===== src/hw/rtl/olist_pkg.sv =====
// ----------------------------------------------------------------------------
// olist_pkg: shared types and constants of the ordered list engine
// Command and status codes, cell operations, the cell control word and the
// result record that moves through the output queue.
// ----------------------------------------------------------------------------
package olist_pkg;

	localparam int DATA_W           = 32;
	localparam int POS_W            = 8;
	localparam int DEFAULT_CAPACITY = 16;

	typedef enum logic [2:0] {
		CMD_APPEND    = 3'd0,
		CMD_PREPEND   = 3'd1,
		CMD_INSERT    = 3'd2,
		CMD_DEL_FIRST = 3'd3,
		CMD_DEL_LAST  = 3'd4,
		CMD_DEL_AT    = 3'd5,
		CMD_DEL_VALUE = 3'd6,
		CMD_READ_ALL  = 3'd7
	} cmd_t;

	typedef enum logic [2:0] {
		ST_OK        = 3'd0,
		ST_EMPTY     = 3'd1,
		ST_OUT_RANGE = 3'd2,
		ST_NOT_FOUND = 3'd3,
		ST_FULL      = 3'd4
	} status_t;

	// What every cell of the chain does at each clock edge.
	typedef enum logic [1:0] {
		OP_HOLD,
		OP_INSERT,
		OP_SHIFT,
		OP_ROTATE
	} cell_op_t;

	typedef struct packed {
		cell_op_t            op;
		logic [DATA_W-1:0]   ins_value;
	} cell_ctl_t;

	typedef struct packed {
		status_t             status;
		logic                has_value;
		logic [DATA_W-1:0]   value;
		logic                last;
	} result_t;

endpackage


===== src/hw/rtl/ordered_list_engine.sv =====
// ----------------------------------------------------------------------------
// ordered_list_engine: bounded ordered list of signed 32-bit values
// A chain of cells holds the list; a small sequencer drives it and feeds a
// two-entry result queue.
// ----------------------------------------------------------------------------
// Usage. Requests arrive on in_valid / in_stall with command, item_value and
// position; results leave on out_valid / out_stall with status, has_value,
// result_value and last_of_run. A request or result moves at a rising edge
// where valid is high and stall is low.
// Timing. Append, prepend and insert update the chain at the accepting edge
// and their single result is registered into the result queue at that edge;
// a new request may follow while the skid entry stays free. Deletes that go
// ahead rotate the ring once around, with the result pushed at the last step.
// Read all also rotates the ring and emits one result per cycle while the
// skid entry is free. An insert on a full list, a delete or read all on an
// empty list, or a bad position answers with one status result only.
// Stalls. Results sit in an output register backed by a skid entry, so one
// further request is taken while a result waits. When both are held, in_stall
// rises and a read all pauses its ring; in_stall is high during any rotation.
// Reset clears the entry count, the sequencer and the queue; cell contents
// are not cleared and are never read before they are written.
// ----------------------------------------------------------------------------
module ordered_list_engine #(
	parameter int CAPACITY = olist_pkg::DEFAULT_CAPACITY
) (
	input  logic                                 clk,
	input  logic                                 arst_n,
	input  logic                                 in_valid,
	output logic                                 in_stall,
	input  olist_pkg::cmd_t                      command,
	input  logic signed [olist_pkg::DATA_W-1:0]  item_value,
	input  logic [olist_pkg::POS_W-1:0]          position,
	output logic                                 out_valid,
	input  logic                                 out_stall,
	output olist_pkg::status_t                   status,
	output logic                                 has_value,
	output logic signed [olist_pkg::DATA_W-1:0]  result_value,
	output logic                                 last_of_run
);
	import olist_pkg::*;

	localparam int IDX_W = $clog2(CAPACITY);
	localparam int CNT_W = $clog2(CAPACITY + 1);
	localparam int CMP_W = POS_W + 1;

	typedef enum logic [1:0] {
		S_IDLE,
		S_READ,
		S_SCAN
	} state_t;

	state_t              state_q;
	logic [CNT_W-1:0]    count_q;
	logic [IDX_W-1:0]    step_q;
	logic [IDX_W-1:0]    end_idx_q;
	logic [IDX_W-1:0]    pos_q;
	logic [DATA_W-1:0]   val_q;
	logic [DATA_W-1:0]   found_val_q;
	logic                by_value_q;
	logic                found_q;
	result_t             out_q;
	logic                out_valid_q;
	result_t             skid_q;
	logic                skid_valid_q;

	logic [DATA_W-1:0]   cell_value [CAPACITY];
	cell_ctl_t           ctl;
	logic [IDX_W-1:0]    ins_pos;
	logic [IDX_W-1:0]    last_idx;
	logic [CNT_W-1:0]    cnt_dec;
	logic                accept;
	logic                pop;
	logic                room;
	logic                push;
	result_t             push_data;
	logic                full;
	logic                empty;
	logic                match;
	logic                go_scan;
	logic                go_read;
	logic [IDX_W-1:0]    scan_pos;

	// ------------------------------------------------------------------
	// Cell chain. Each cell sees its two neighbors; cell 0 also drives the
	// wrap bus that closes the ring at the tail during a rotation.
	// ------------------------------------------------------------------
	for (genvar i = 0; i < CAPACITY; i++) begin : g_cell
		logic [DATA_W-1:0] left_v;
		logic [DATA_W-1:0] right_v;
		if (i == 0) begin : g_head
			assign left_v = '0;
		end else begin : g_mid_l
			assign left_v = cell_value[i-1];
		end
		if (i == CAPACITY - 1) begin : g_tail
			assign right_v = cell_value[i];
		end else begin : g_mid_r
			assign right_v = cell_value[i+1];
		end
		olist_cell #(
			.CAPACITY (CAPACITY),
			.INDEX    (i)
		) u_cell (
			.clk         (clk),
			.ctl         (ctl),
			.ins_pos     (ins_pos),
			.last_idx    (last_idx),
			.left_value  (left_v),
			.right_value (right_v),
			.wrap_value  (cell_value[0]),
			.value       (cell_value[i])
		);
	end

	// ------------------------------------------------------------------
	// Sequencer decisions.
	// ------------------------------------------------------------------
	assign cnt_dec  = count_q - CNT_W'(1);
	assign last_idx = cnt_dec[IDX_W-1:0];
	assign full     = (count_q == CNT_W'(CAPACITY));
	assign empty    = (count_q == '0);
	assign room     = !skid_valid_q;
	assign pop      = out_valid_q && !out_stall;
	assign in_stall = (state_q != S_IDLE) || skid_valid_q;
	assign accept   = in_valid && !in_stall;

	// During a scan the head of the ring is the entry under test; the first
	// hit is dropped by a plain left shift instead of a rotation.
	assign match = !found_q && (by_value_q ? (cell_value[0] == val_q) : (step_q == pos_q));

	always_comb begin
		ctl.op        = OP_HOLD;
		ctl.ins_value = item_value;
		ins_pos       = '0;
		push          = 1'b0;
		push_data     = '{status: ST_OK, has_value: 1'b0, value: '0, last: 1'b1};
		go_scan       = 1'b0;
		go_read       = 1'b0;
		scan_pos      = '0;
		unique case (state_q)
			S_IDLE: begin
				if (accept) begin
					unique case (command)
						CMD_APPEND, CMD_PREPEND, CMD_INSERT: begin
							push = 1'b1;
							if (full) begin
								push_data.status = ST_FULL;
							end else if (command == CMD_INSERT &&
									CMP_W'(position) > CMP_W'(count_q)) begin
								push_data.status = ST_OUT_RANGE;
							end else begin
								ctl.op = OP_INSERT;
								if (command == CMD_APPEND) begin
									ins_pos = count_q[IDX_W-1:0];
								end else if (command == CMD_INSERT) begin
									ins_pos = position[IDX_W-1:0];
								end
							end
						end
						CMD_DEL_FIRST, CMD_DEL_LAST, CMD_DEL_AT, CMD_DEL_VALUE: begin
							if (empty) begin
								push             = 1'b1;
								push_data.status = ST_EMPTY;
							end else if (command == CMD_DEL_AT &&
									CMP_W'(position) >= CMP_W'(count_q)) begin
								push             = 1'b1;
								push_data.status = ST_OUT_RANGE;
							end else begin
								go_scan = 1'b1;
								if (command == CMD_DEL_LAST) begin
									scan_pos = last_idx;
								end else if (command == CMD_DEL_AT) begin
									scan_pos = position[IDX_W-1:0];
								end
							end
						end
						CMD_READ_ALL: begin
							if (empty) begin
								push             = 1'b1;
								push_data.status = ST_EMPTY;
							end else begin
								go_read = 1'b1;
							end
						end
						default: begin
							push = 1'b0;
						end
					endcase
				end
			end
			S_READ: begin
				if (room) begin
					ctl.op              = OP_ROTATE;
					push                = 1'b1;
					push_data.has_value = 1'b1;
					push_data.value     = cell_value[0];
					push_data.last      = (step_q == end_idx_q);
				end
			end
			S_SCAN: begin
				ctl.op = match ? OP_SHIFT : OP_ROTATE;
				if (step_q == end_idx_q) begin
					push = 1'b1;
					if (match || found_q) begin
						push_data.has_value = 1'b1;
						push_data.value     = match ? cell_value[0] : found_val_q;
					end else begin
						push_data.status = ST_NOT_FOUND;
					end
				end
			end
			default: begin
				ctl.op = OP_HOLD;
			end
		endcase
	end

	// ------------------------------------------------------------------
	// State, entry count and result queue.
	// ------------------------------------------------------------------
	always_ff @(posedge clk or negedge arst_n) begin
		if (!arst_n) begin
			state_q      <= S_IDLE;
			count_q      <= '0;
			step_q       <= '0;
			found_q      <= 1'b0;
			out_valid_q  <= 1'b0;
			skid_valid_q <= 1'b0;
		end else begin
			// Result queue: output register in front, skid entry behind it.
			if (skid_valid_q) begin
				if (pop) begin
					out_q        <= skid_q;
					skid_valid_q <= 1'b0;
				end
			end else if (!out_valid_q || pop) begin
				out_q       <= push_data;
				out_valid_q <= push;
			end else if (push) begin
				skid_q       <= push_data;
				skid_valid_q <= 1'b1;
			end

			unique case (state_q)
				S_IDLE: begin
					if (ctl.op == OP_INSERT) begin
						count_q <= count_q + CNT_W'(1);
					end
					if (go_scan || go_read) begin
						step_q     <= '0;
						end_idx_q  <= last_idx;
						found_q    <= 1'b0;
						pos_q      <= scan_pos;
						val_q      <= item_value;
						by_value_q <= (command == CMD_DEL_VALUE);
						state_q    <= go_scan ? S_SCAN : S_READ;
					end
				end
				S_READ: begin
					if (room) begin
						step_q <= step_q + IDX_W'(1);
						if (step_q == end_idx_q) begin
							state_q <= S_IDLE;
						end
					end
				end
				S_SCAN: begin
					step_q <= step_q + IDX_W'(1);
					if (match) begin
						found_q     <= 1'b1;
						found_val_q <= cell_value[0];
						count_q     <= cnt_dec;
					end
					if (step_q == end_idx_q) begin
						state_q <= S_IDLE;
					end
				end
				default: begin
					state_q <= S_IDLE;
				end
			endcase
		end
	end

	assign out_valid    = out_valid_q;
	assign status       = out_q.status;
	assign has_value    = out_q.has_value;
	assign result_value = out_q.value;
	assign last_of_run  = out_q.last;

	// ------------------------------------------------------------------
	// Assertions.
	// ------------------------------------------------------------------
	a_count_bound: assert property (@(posedge clk) disable iff (!arst_n)
		count_q <= CNT_W'(CAPACITY))
		else $error("entry count above capacity");

	a_skid_behind_out: assert property (@(posedge clk) disable iff (!arst_n)
		skid_valid_q |-> out_valid_q)
		else $error("skid entry holds a result while the output register is empty");

	a_busy_stalls: assert property (@(posedge clk) disable iff (!arst_n)
		(state_q != S_IDLE) |-> in_stall)
		else $error("request taken while a command is in progress");

	a_no_overflow: assert property (@(posedge clk) disable iff (!arst_n)
		push |-> !skid_valid_q)
		else $error("result pushed into a full queue");

	a_scan_one_drop: assert property (@(posedge clk) disable iff (!arst_n)
		(state_q == S_SCAN && found_q) |-> !match)
		else $error("second entry dropped in one delete");

endmodule


===== src/hw/rtl/olist_cell.sv =====
// ----------------------------------------------------------------------------
// olist_cell: one storage cell of the list chain
// Holds one entry and takes a new value from its left or right neighbor, the
// insert value or the wrap bus, as the shared control word says.
// ----------------------------------------------------------------------------
module olist_cell #(
	parameter int CAPACITY = olist_pkg::DEFAULT_CAPACITY,
	parameter int INDEX    = 0
) (
	input  logic                             clk,
	input  olist_pkg::cell_ctl_t             ctl,
	input  logic [$clog2(CAPACITY)-1:0]      ins_pos,
	input  logic [$clog2(CAPACITY)-1:0]      last_idx,
	input  logic [olist_pkg::DATA_W-1:0]     left_value,
	input  logic [olist_pkg::DATA_W-1:0]     right_value,
	input  logic [olist_pkg::DATA_W-1:0]     wrap_value,
	output logic [olist_pkg::DATA_W-1:0]     value
);
	import olist_pkg::*;

	localparam int IDX_W = $clog2(CAPACITY);
	localparam logic [IDX_W-1:0] MY_IDX = IDX_W'(INDEX);

	logic [DATA_W-1:0] value_q;

	always_ff @(posedge clk) begin
		unique case (ctl.op)
			OP_HOLD: begin
				value_q <= value_q;
			end
			OP_INSERT: begin
				if (MY_IDX == ins_pos) begin
					value_q <= ctl.ins_value;
				end else if (MY_IDX > ins_pos) begin
					value_q <= left_value;
				end
			end
			OP_SHIFT: begin
				value_q <= right_value;
			end
			OP_ROTATE: begin
				// The cell at the tail of the list closes the ring.
				value_q <= (MY_IDX == last_idx) ? wrap_value : right_value;
			end
			default: begin
				value_q <= value_q;
			end
		endcase
	end

	assign value = value_q;

endmodule

===== config.mk =====
export PLATFORM = sky130hd
export DESIGN_NAME = ordered_list_engine
export DESIGN_NICKNAME = d
export VERILOG_FILES = /design/src/hw/rtl/olist_pkg.sv /design/src/hw/rtl/ordered_list_engine.sv /design/src/hw/rtl/olist_cell.sv
export SDC_FILE = /design/constraint.sdc
export NUM_CORES = 2
export LEC_CHECK = 0
export BUFFER_PORTS_ARGS = -buffer_cell sky130_fd_sc_hd__buf_2
export CORE_MARGIN = 10
export CORE_UTILIZATION = 50
export DETAILED_ROUTE_END_ITERATION = 12
export GPL_ROUTABILITY_DRIVEN = 0
export PLACE_DENSITY = 0.64
export RECOVER_POWER = 25
export REMOVE_ABC_BUFFERS = 1
export SETUP_SLACK_MARGIN = 0.02
export SYNTH_ARGS = -nofsm -noshare
export SYNTH_HDL_FRONTEND = slang
export SYNTH_HIERARCHICAL = 1
export SYNTH_SLANG_ARGS = --single-unit

===== constraint.sdc =====
create_clock -name clk -period 6.55 [get_ports clk]
set_input_delay 1.31 -clock clk [delete_from_list [all_inputs] [get_ports clk]]
set_output_delay 1.31 -clock clk [all_outputs]
set_load 0.02 [all_outputs]

Word level (Yosys, flattened, before mapping)
Index checks and enable logic that the tools add are counted.
Word-level totals
  register bits after elaboration: 673
  bits in latches: 0
  RAM bits: 0
  ROM bits: 0
  input bits: 47
  output and inout bits: 39
  word-level logic and storage cells: 316
  memories kept: 0
Operators by class
  $add $sub $neg: 3
  multipliers: 0
  div/mod/pow operators: 0
  magnitude comparators: 18
  eq/ne operators: 69
  shift-type cells: 0
  muxes and demuxes: 133
  bitwise gates (word level): 6
  reduce and logical (&&, ||, !) cells: 52
Operators by type and width (count)
  2-to-1 mux 32 bit: 49
  one-hot mux 32 bit (3 select lines): 15
  2-to-1 mux 37 bit: 3
  one-hot mux 33 bit (2 select lines): 1
  equality test 4 bit (first input constant): 16
  one-hot mux 32 bit (2 select lines): 1
  != test 3 x 1 -> 1 bit (second input constant): 16
  2-to-1 mux 4 bit: 11
  2-to-1 mux 36 bit: 1
  AND reduction 2 bit: 17
  2-to-1 mux 33 bit: 1
  equality test 3 x 4 -> 1 bit (first input constant): 8
  equality test 32 bit: 1
  > comparator 4 bit (first input constant): 8
  2-to-1 mux 1 bit: 29
  AND reduction 3 bit: 7
  2-to-1 mux 2 bit: 9
  equality test 2 x 4 -> 1 bit (first input constant): 4
  > comparator 3 x 4 -> 1 bit (first input constant): 4
  equality test 3 bit (second input constant): 4
  one-hot mux 2 bit (3 select lines): 2
  one-hot mux 4 bit (3 select lines): 1
  2-to-1 mux 5 bit: 2
  != test 2 bit (second input constant): 5
  35 further kinds: 66

Longest topological paths before layout
  word-level depth: 12
  mapped depth: 14
  mapped depth without buffers: 12

Cells and area by module
Netlist, hierarchy kept.
By module, submodules not included
  ordered_list_engine: instances 1, cells each 621, area an instance 7805.0 um^2, sequential area each 4764.6 um^2
  olist_cell (g_cell[15].u_cell): instances 1, cells each 218, area an instance 2468.6 um^2, sequential area each 960.9 um^2
  olist_cell (g_cell[6].u_cell): instances 1, cells each 198, area an instance 2389.8 um^2, sequential area each 960.9 um^2
  olist_cell (g_cell[7].u_cell): instances 1, cells each 221, area an instance 2384.8 um^2, sequential area each 960.9 um^2
  olist_cell (g_cell[11].u_cell): instances 1, cells each 221, area an instance 2379.8 um^2, sequential area each 960.9 um^2
  olist_cell (g_cell[10].u_cell): instances 1, cells each 199, area an instance 2376.0 um^2, sequential area each 960.9 um^2
  olist_cell (g_cell[12].u_cell): instances 1, cells each 198, area an instance 2359.8 um^2, sequential area each 960.9 um^2
  olist_cell (g_cell[9].u_cell): instances 1, cells each 198, area an instance 2358.5 um^2, sequential area each 960.9 um^2
  olist_cell (g_cell[1].u_cell): instances 1, cells each 220, area an instance 2328.5 um^2, sequential area each 960.9 um^2
  olist_cell (g_cell[0].u_cell): instances 1, cells each 219, area an instance 2326.0 um^2, sequential area each 960.9 um^2
  olist_cell (g_cell[14].u_cell): instances 1, cells each 197, area an instance 2299.7 um^2, sequential area each 960.9 um^2
  olist_cell (g_cell[13].u_cell): instances 1, cells each 197, area an instance 2298.5 um^2, sequential area each 960.9 um^2
  olist_cell (g_cell[3].u_cell): instances 1, cells each 193, area an instance 2292.2 um^2, sequential area each 960.9 um^2
  olist_cell (g_cell[2].u_cell): instances 1, cells each 191, area an instance 2283.4 um^2, sequential area each 960.9 um^2
  +3 rows

Worst setup path after synthesis
Ideal clock, no wire load.
  kind: input to register
  start: input port position[0] (netlist name)
  end: register g_cell[4].u_cell.value_q[0], enable pin
  library setup time: 0.479 ns
  data arrival time: 4.986 ns
  required time: 6.071 ns
  setup slack: 1.086 ns
  cell stages on the path: 12
  path buffers: 0
  cell sequence: inv_1 ha_1 nand4_1 or2_2 o211a_1 o21a_1 nor2_1 nand2_1 nor2_1 o21ai_0 nand3b_1 nand2_1
On the way
  word-level cells in the longest chain between the ends: 10
  elaborated cells on any way between the ends: 21
  classes of those cells: order compare: 2; eq/ne: 3; mux: 12; bitwise: 1; reduce/logical: 3
Ends and longest elaborated chain
  start: declaration: line ordered_list_engine.sv:32  | input logic [olist_pkg::POS_W-1:0] position,
  > comparator 8 x 5 -> 1 bit (*): line ordered_list_engine.sv:149  | CMP_W'(position) > CMP_W'(count_q)) begin
  logical AND 1 bit (*): line ordered_list_engine.sv:148  | end else if (command == CMD_INSERT &&
  2-to-1 mux 4 bit (*): line ordered_list_engine.sv:148
  2-to-1 mux 4 bit (*): line ordered_list_engine.sv:146  | if (full) begin
  2-to-1 mux 4 bit (*): line ordered_list_engine.sv:143  | unique case (command)
  2-to-1 mux 4 bit (*): line ordered_list_engine.sv:142  | if (accept) begin
  2-to-1 mux 4 bit (*): line ordered_list_engine.sv:140  | unique case (state_q)
  net ins_pos[2]: line ordered_list_engine.sv:68  | logic [IDX_W-1:0] ins_pos;
  > comparator 3 x 4 -> 1 bit or equality test 3 x 4 -> 1 bit (tied branches): line olist_cell.sv:34, olist_cell.sv:32
  != test 3 x 1 -> 1 bit (no source line) (*)
  AND reduction 2 bit (no source line) (*)
  end signal: assignment: line olist_cell.sv:33  | value_q <= ctl.ins_value;
  end signal: assignment: line olist_cell.sv:35  | value_q <= left_value;
  end signal: assignment: line olist_cell.sv:39  | value_q <= right_value;
  end: declaration: line olist_cell.sv:24  | logic [DATA_W-1:0] value_q;
The timed path passes the listed nets; every way through them passes the cells marked *.
A chain may end at the register's enable or synchronous reset.

Worst setup path in the final report
  start: register count_q[0]
  end: register g_cell[15].u_cell.value_q[19], data pin
On the way
  word-level cells in the longest chain between the ends: 10
  elaborated cells on any way between the ends: 19
  classes of those cells: order compare: 1; eq/ne: 4; mux: 13; reduce/logical: 1
Ends and longest elaborated chain
  start: declaration: line ordered_list_engine.sv:53  | logic [CNT_W-1:0] count_q;
  start signal: assignment: line ordered_list_engine.sv:247  | count_q <= count_q + CNT_W'(1);
  start signal: assignment: line ordered_list_engine.sv:272  | count_q <= cnt_dec;
  > comparator 8 x 5 -> 1 bit: line ordered_list_engine.sv:149
  logical AND 1 bit: line ordered_list_engine.sv:148
  2-to-1 mux 4 bit: line ordered_list_engine.sv:148
  2-to-1 mux 4 bit: line ordered_list_engine.sv:146
  2-to-1 mux 4 bit: line ordered_list_engine.sv:143
  2-to-1 mux 4 bit: line ordered_list_engine.sv:142
  2-to-1 mux 4 bit: line ordered_list_engine.sv:140
  equality test 4 bit: line olist_cell.sv:32  | if (MY_IDX == ins_pos) begin
  2-to-1 mux 32 bit: line olist_cell.sv:32
  one-hot mux 32 bit (2 select lines) (*): line olist_cell.sv:27  | unique case (ctl.op)
  end signal: assignment: line olist_cell.sv:29  | value_q <= value_q;
  end signal: assignment: line olist_cell.sv:33
  end signal: assignment: line olist_cell.sv:35
  end: declaration: line olist_cell.sv:24
Every way passes the cells marked *; elsewhere a longest branch is shown, timed or not.

==> impl_metrics.json <==
{
  "antenna_found_initial": 3,
  "clkLatencyLatePin_ns": 0.67,
  "async_flop_share_pct": 2.08,
  "critPathCaptureType": "flip-flop",
  "nFillCells": 7717,
  "hold_violations": 0,
  "worst_path_max_delay_cell": "xor2_1",
  "rr_worst_depth": 7,
  "yosys_warnings": 6,
  "design_area_mm2": 0.0476,
  "cts-resized-gates": 0,
  "htree_levels": 3,
  "num_rows": 109,
  "min_from": "skid_q[36]$_DFFE_PP_",
  "min_path_cells": 1,
  "fmax_mhz": 183,
  "ys_types": 88,
  "period_share_pct": 83.4,
  "hpwl_mm": 93.5,
  "grt_overflow_total": 0,
  "violations": "max-capacitance violations, max-slew violations",
  "cts_max_path_buffers": 3,
  "crit_required_ns": 7.04,
  "routedWlPerCell_um": 30.9,
  "cts_made_buffers": 78,
  "ant_nets": 0,
  "final_cell_mix": "edfxtp_1 (659), o21ai_0 (424), mux2i_1 (359), a41oi_1 (288), inv_1 (179)",
  "seq_area_mm2": 0.0201,
  "min_period_ns": 5.46,
  "slew_headroom_pct": -58.2,
  "setup_violations": 0,
  "die_area_mm2": 0.102,
  "worst_slew_pin_slew_ns": 2.36,
  "dr_total_vias": 35400,
  "worst_hold_path_type": "flip-flop to flip-flop",
  "status": "complete, but fails checks",
  "track_usage_pct": 28.8,
  "start_kind": "flip-flop",
  "num_antenna_cells": 0,
  "multi_input_area_mm2": 0.0214,
  "die_y_um": 320,
  "core-area_mm2": 0.0888,
  "skew_ns": 0.0465,
  "cp_max_fo": 64,
  "drtIter0Drc": 4764,
  "synthToLayoutAreaGrowth_pct": 6.02,
  "cts.reportedPaths.clkPinSlew_ns": 0.06,
  "die_x_um": 320,
  "dpl_cell_area_mm2": 0.0454,
  "r2r_setup_slack_ns": 1.09,
  "synth_cells": 3881,
  "reg2reg_to": "g_cell[15].u_cell/value[19]$_DFFE_PP_",
  "cap_violations": 32,
  "cts_root_buf": "clkbuf_16",
  "layout_commonest_cell": "edfxtp_1",
  "layout-drive-gt1-share_pct": 15.6,
  "io_buffers": 85,
  "synth-main-ff-cell": "edfxtp_1",
  "totalWireLength_mm": 154,
  "grt_pass1_vias": 33900,
  "ctsHoldBuffers": 0,
  "ys_ff_latch": 673,
  "cts_tree": "built",
  "timing.rr.start": "count_q[0]$_DFFE_PN0P_",
  "grt_max_degree": 189,
  "synth_edf_count": 659,
  "worstPathCellList": "inv_1 > ha_1 > xor2_1 > clkbuf_1 > inv_2 > o31a_1 > a2bb2oi_1",
  "tns_ns": 0,
  "start_util_pct": 50.6,
  "ios": 86,
  "synth-seq-area-share_pct": 44.8,
  "grt_pass1_wl_mm": 229,
  "synthesis.area_mm2": 0.0449,
  "drv_slew": 741,
  "max_stage_delay_ns": 1.77,
  "criticalPathCategory": "flip-flop to flip-flop",
  "cp.arrival_ns": 5.95,
  "rsz0062_at_grt": "false",
  "first_pass_iters": 6,
  "nets": 3821,
  "cts.sinks": 673,
  "worstHoldEndpoint": "status[2]$_DFFE_PP_",
  "synth.avg_cell_area_um2": 11.6,
  "post_cts_buffers": 0,
  "avgViaCountPerCell": 7.11,
  "drc": 0
}
cell families after synthesis:
family,after synthesis,synth area share (%)
AOI/OAI and AO/OA,1569,27.9
buffers and inverters,641,7.85
muxes,555,13.4
adders and majority gates,12,0.334
and+or+nand+nor,383,4.74
other,1,0.00835
xor gates and xnor gates,47,0.916
DFF,673,44.8
sequential cells by signal, indices dropped and copies added, names as in the netlist:
signal / count
found_q: 1
end_idx_q: 4
pos_q: 4
out_valid: 1
state_q: 2
val_q: 32
found_val_q: 32
skid_q: 37
result_value: 32
step_q: 4
count_q: 5
status: 3
last_of_run: 1
has_value: 1
by_value_q: 1
g_cell.u_cell/value: 512
skid_valid_q: 1
stage by stage:
| stage | std cells | hold slack (ns) | worst slack (ns) | utilization [%] |
|---|---|---|---|---|
| 2_1_floorplan | 3464 | 0.499 | -11.07 | - |
| 3_3_place_gp | 4847 | 0.507 | 1.33 | 51.1 |
| 3_5_place_dp | 4847 | 0.512 | 1.22 | 51.1 |
| 4_1_cts | 4985 | 0.525 | 1.88 | 54.0 |
| 5_1_grt | 4985 | 0.569 | 0.842 | 53.6 |
| 6_report | 4985 | 0.523 | 1.09 | 53.6 |
Yosys cell counts (all sizes together) (4+ instances only):
cell type    instances  share of area [%]
a211oi               4              0.078
a21o                12               0.20
a21oi               17               0.20
a221o               33               0.74
a22oi              288                6.3
a2bb2oi            159                3.4
a41oi              288                5.6
and2                 6              0.084
and3                 4              0.056
and4bb               7               0.19
buf                199                3.9
clkbuf             245                2.3
dfrtp               14               0.78
dlygate4sd1          4              0.078
edfxtp             659                 44
ha                  12               0.33
inv                193                1.6
mux2               196                5.4
mux2i              359                8.0
nand2              144                1.2
nand2b               4              0.056
nand3               71               0.79
nand4               12               0.25
nand4b               8               0.30
nand4bb              7               0.18
nor2                67               0.57
nor2b               17               0.27
nor3                 7              0.078
nor4                 7               0.14
nor4b                5               0.25
o211ai             131                2.9
o21ai              459                5.1
o31a               160                3.1
or4b                 4               0.11
xnor2               36               0.70
xor2                11               0.21
worst max path at each step:
stage,start,end,slack [ns],depth (start not counted)
2_1_floorplan,count_q[0]$_DFFE_PN0P_,g_cell[8].u_cell/value[23]$_DFFE_PP_,-11.07,6
3_3_place_gp,position[0],g_cell[7].u_cell/value[2]$_DFFE_PP_,1.33,14
3_5_place_dp,position[3],g_cell[7].u_cell/value[7]$_DFFE_PP_,1.22,13
4_1_cts,position[3],g_cell[7].u_cell/value[25]$_DFFE_PP_,1.88,13
5_1_grt,count_q[0]$_DFFE_PN0P_,g_cell[15].u_cell/value[13]$_DFFE_PP_,0.84,7
6_report,count_q[0]$_DFFE_PN0P_,g_cell[15].u_cell/value[19]$_DFFE_PP_,1.09,7
final cells by class:
cell class / instances / area share [%]
Sequential cell: 673 / 42.3
Clock inverter: 37 / 0.975
Timing Repair Buffer: 218 / 2.85
Clock buffer: 101 / 4.34
Multi-Input combinational cell: 2598 / 45.0
Inverter: 193 / 1.52
Tap cell: 1165 / 3.06
critical path: cells and delay by family, from the launching register on:
kind	cells	cell delay [ns]
XOR/XNOR	1	1.77
flip-flops	1	0.47
buffers and inverters	3	2.08
AO/OA/AOI/OAI	2	0.68
adder cells (fa/ha/maj)	1	0.25
per-layer routing:
| metal | vias up | GRT usage (%) | wire (um) |
|---|---|---|---|
| met4 | 4 | 11.7 | 6790 |
| li1 | 15300 | - | - |
| met2 | 2168 | 41.5 | 65300 |
| met5 | - | 0 | 27 |
| met1 | 17600 | 40.7 | 63800 |
| met3 | 338 | 7.70 | 18100 |
Power is not shown: default switching activity piles up to over one toggle a cycle in this logic, so the estimate is an artifact.
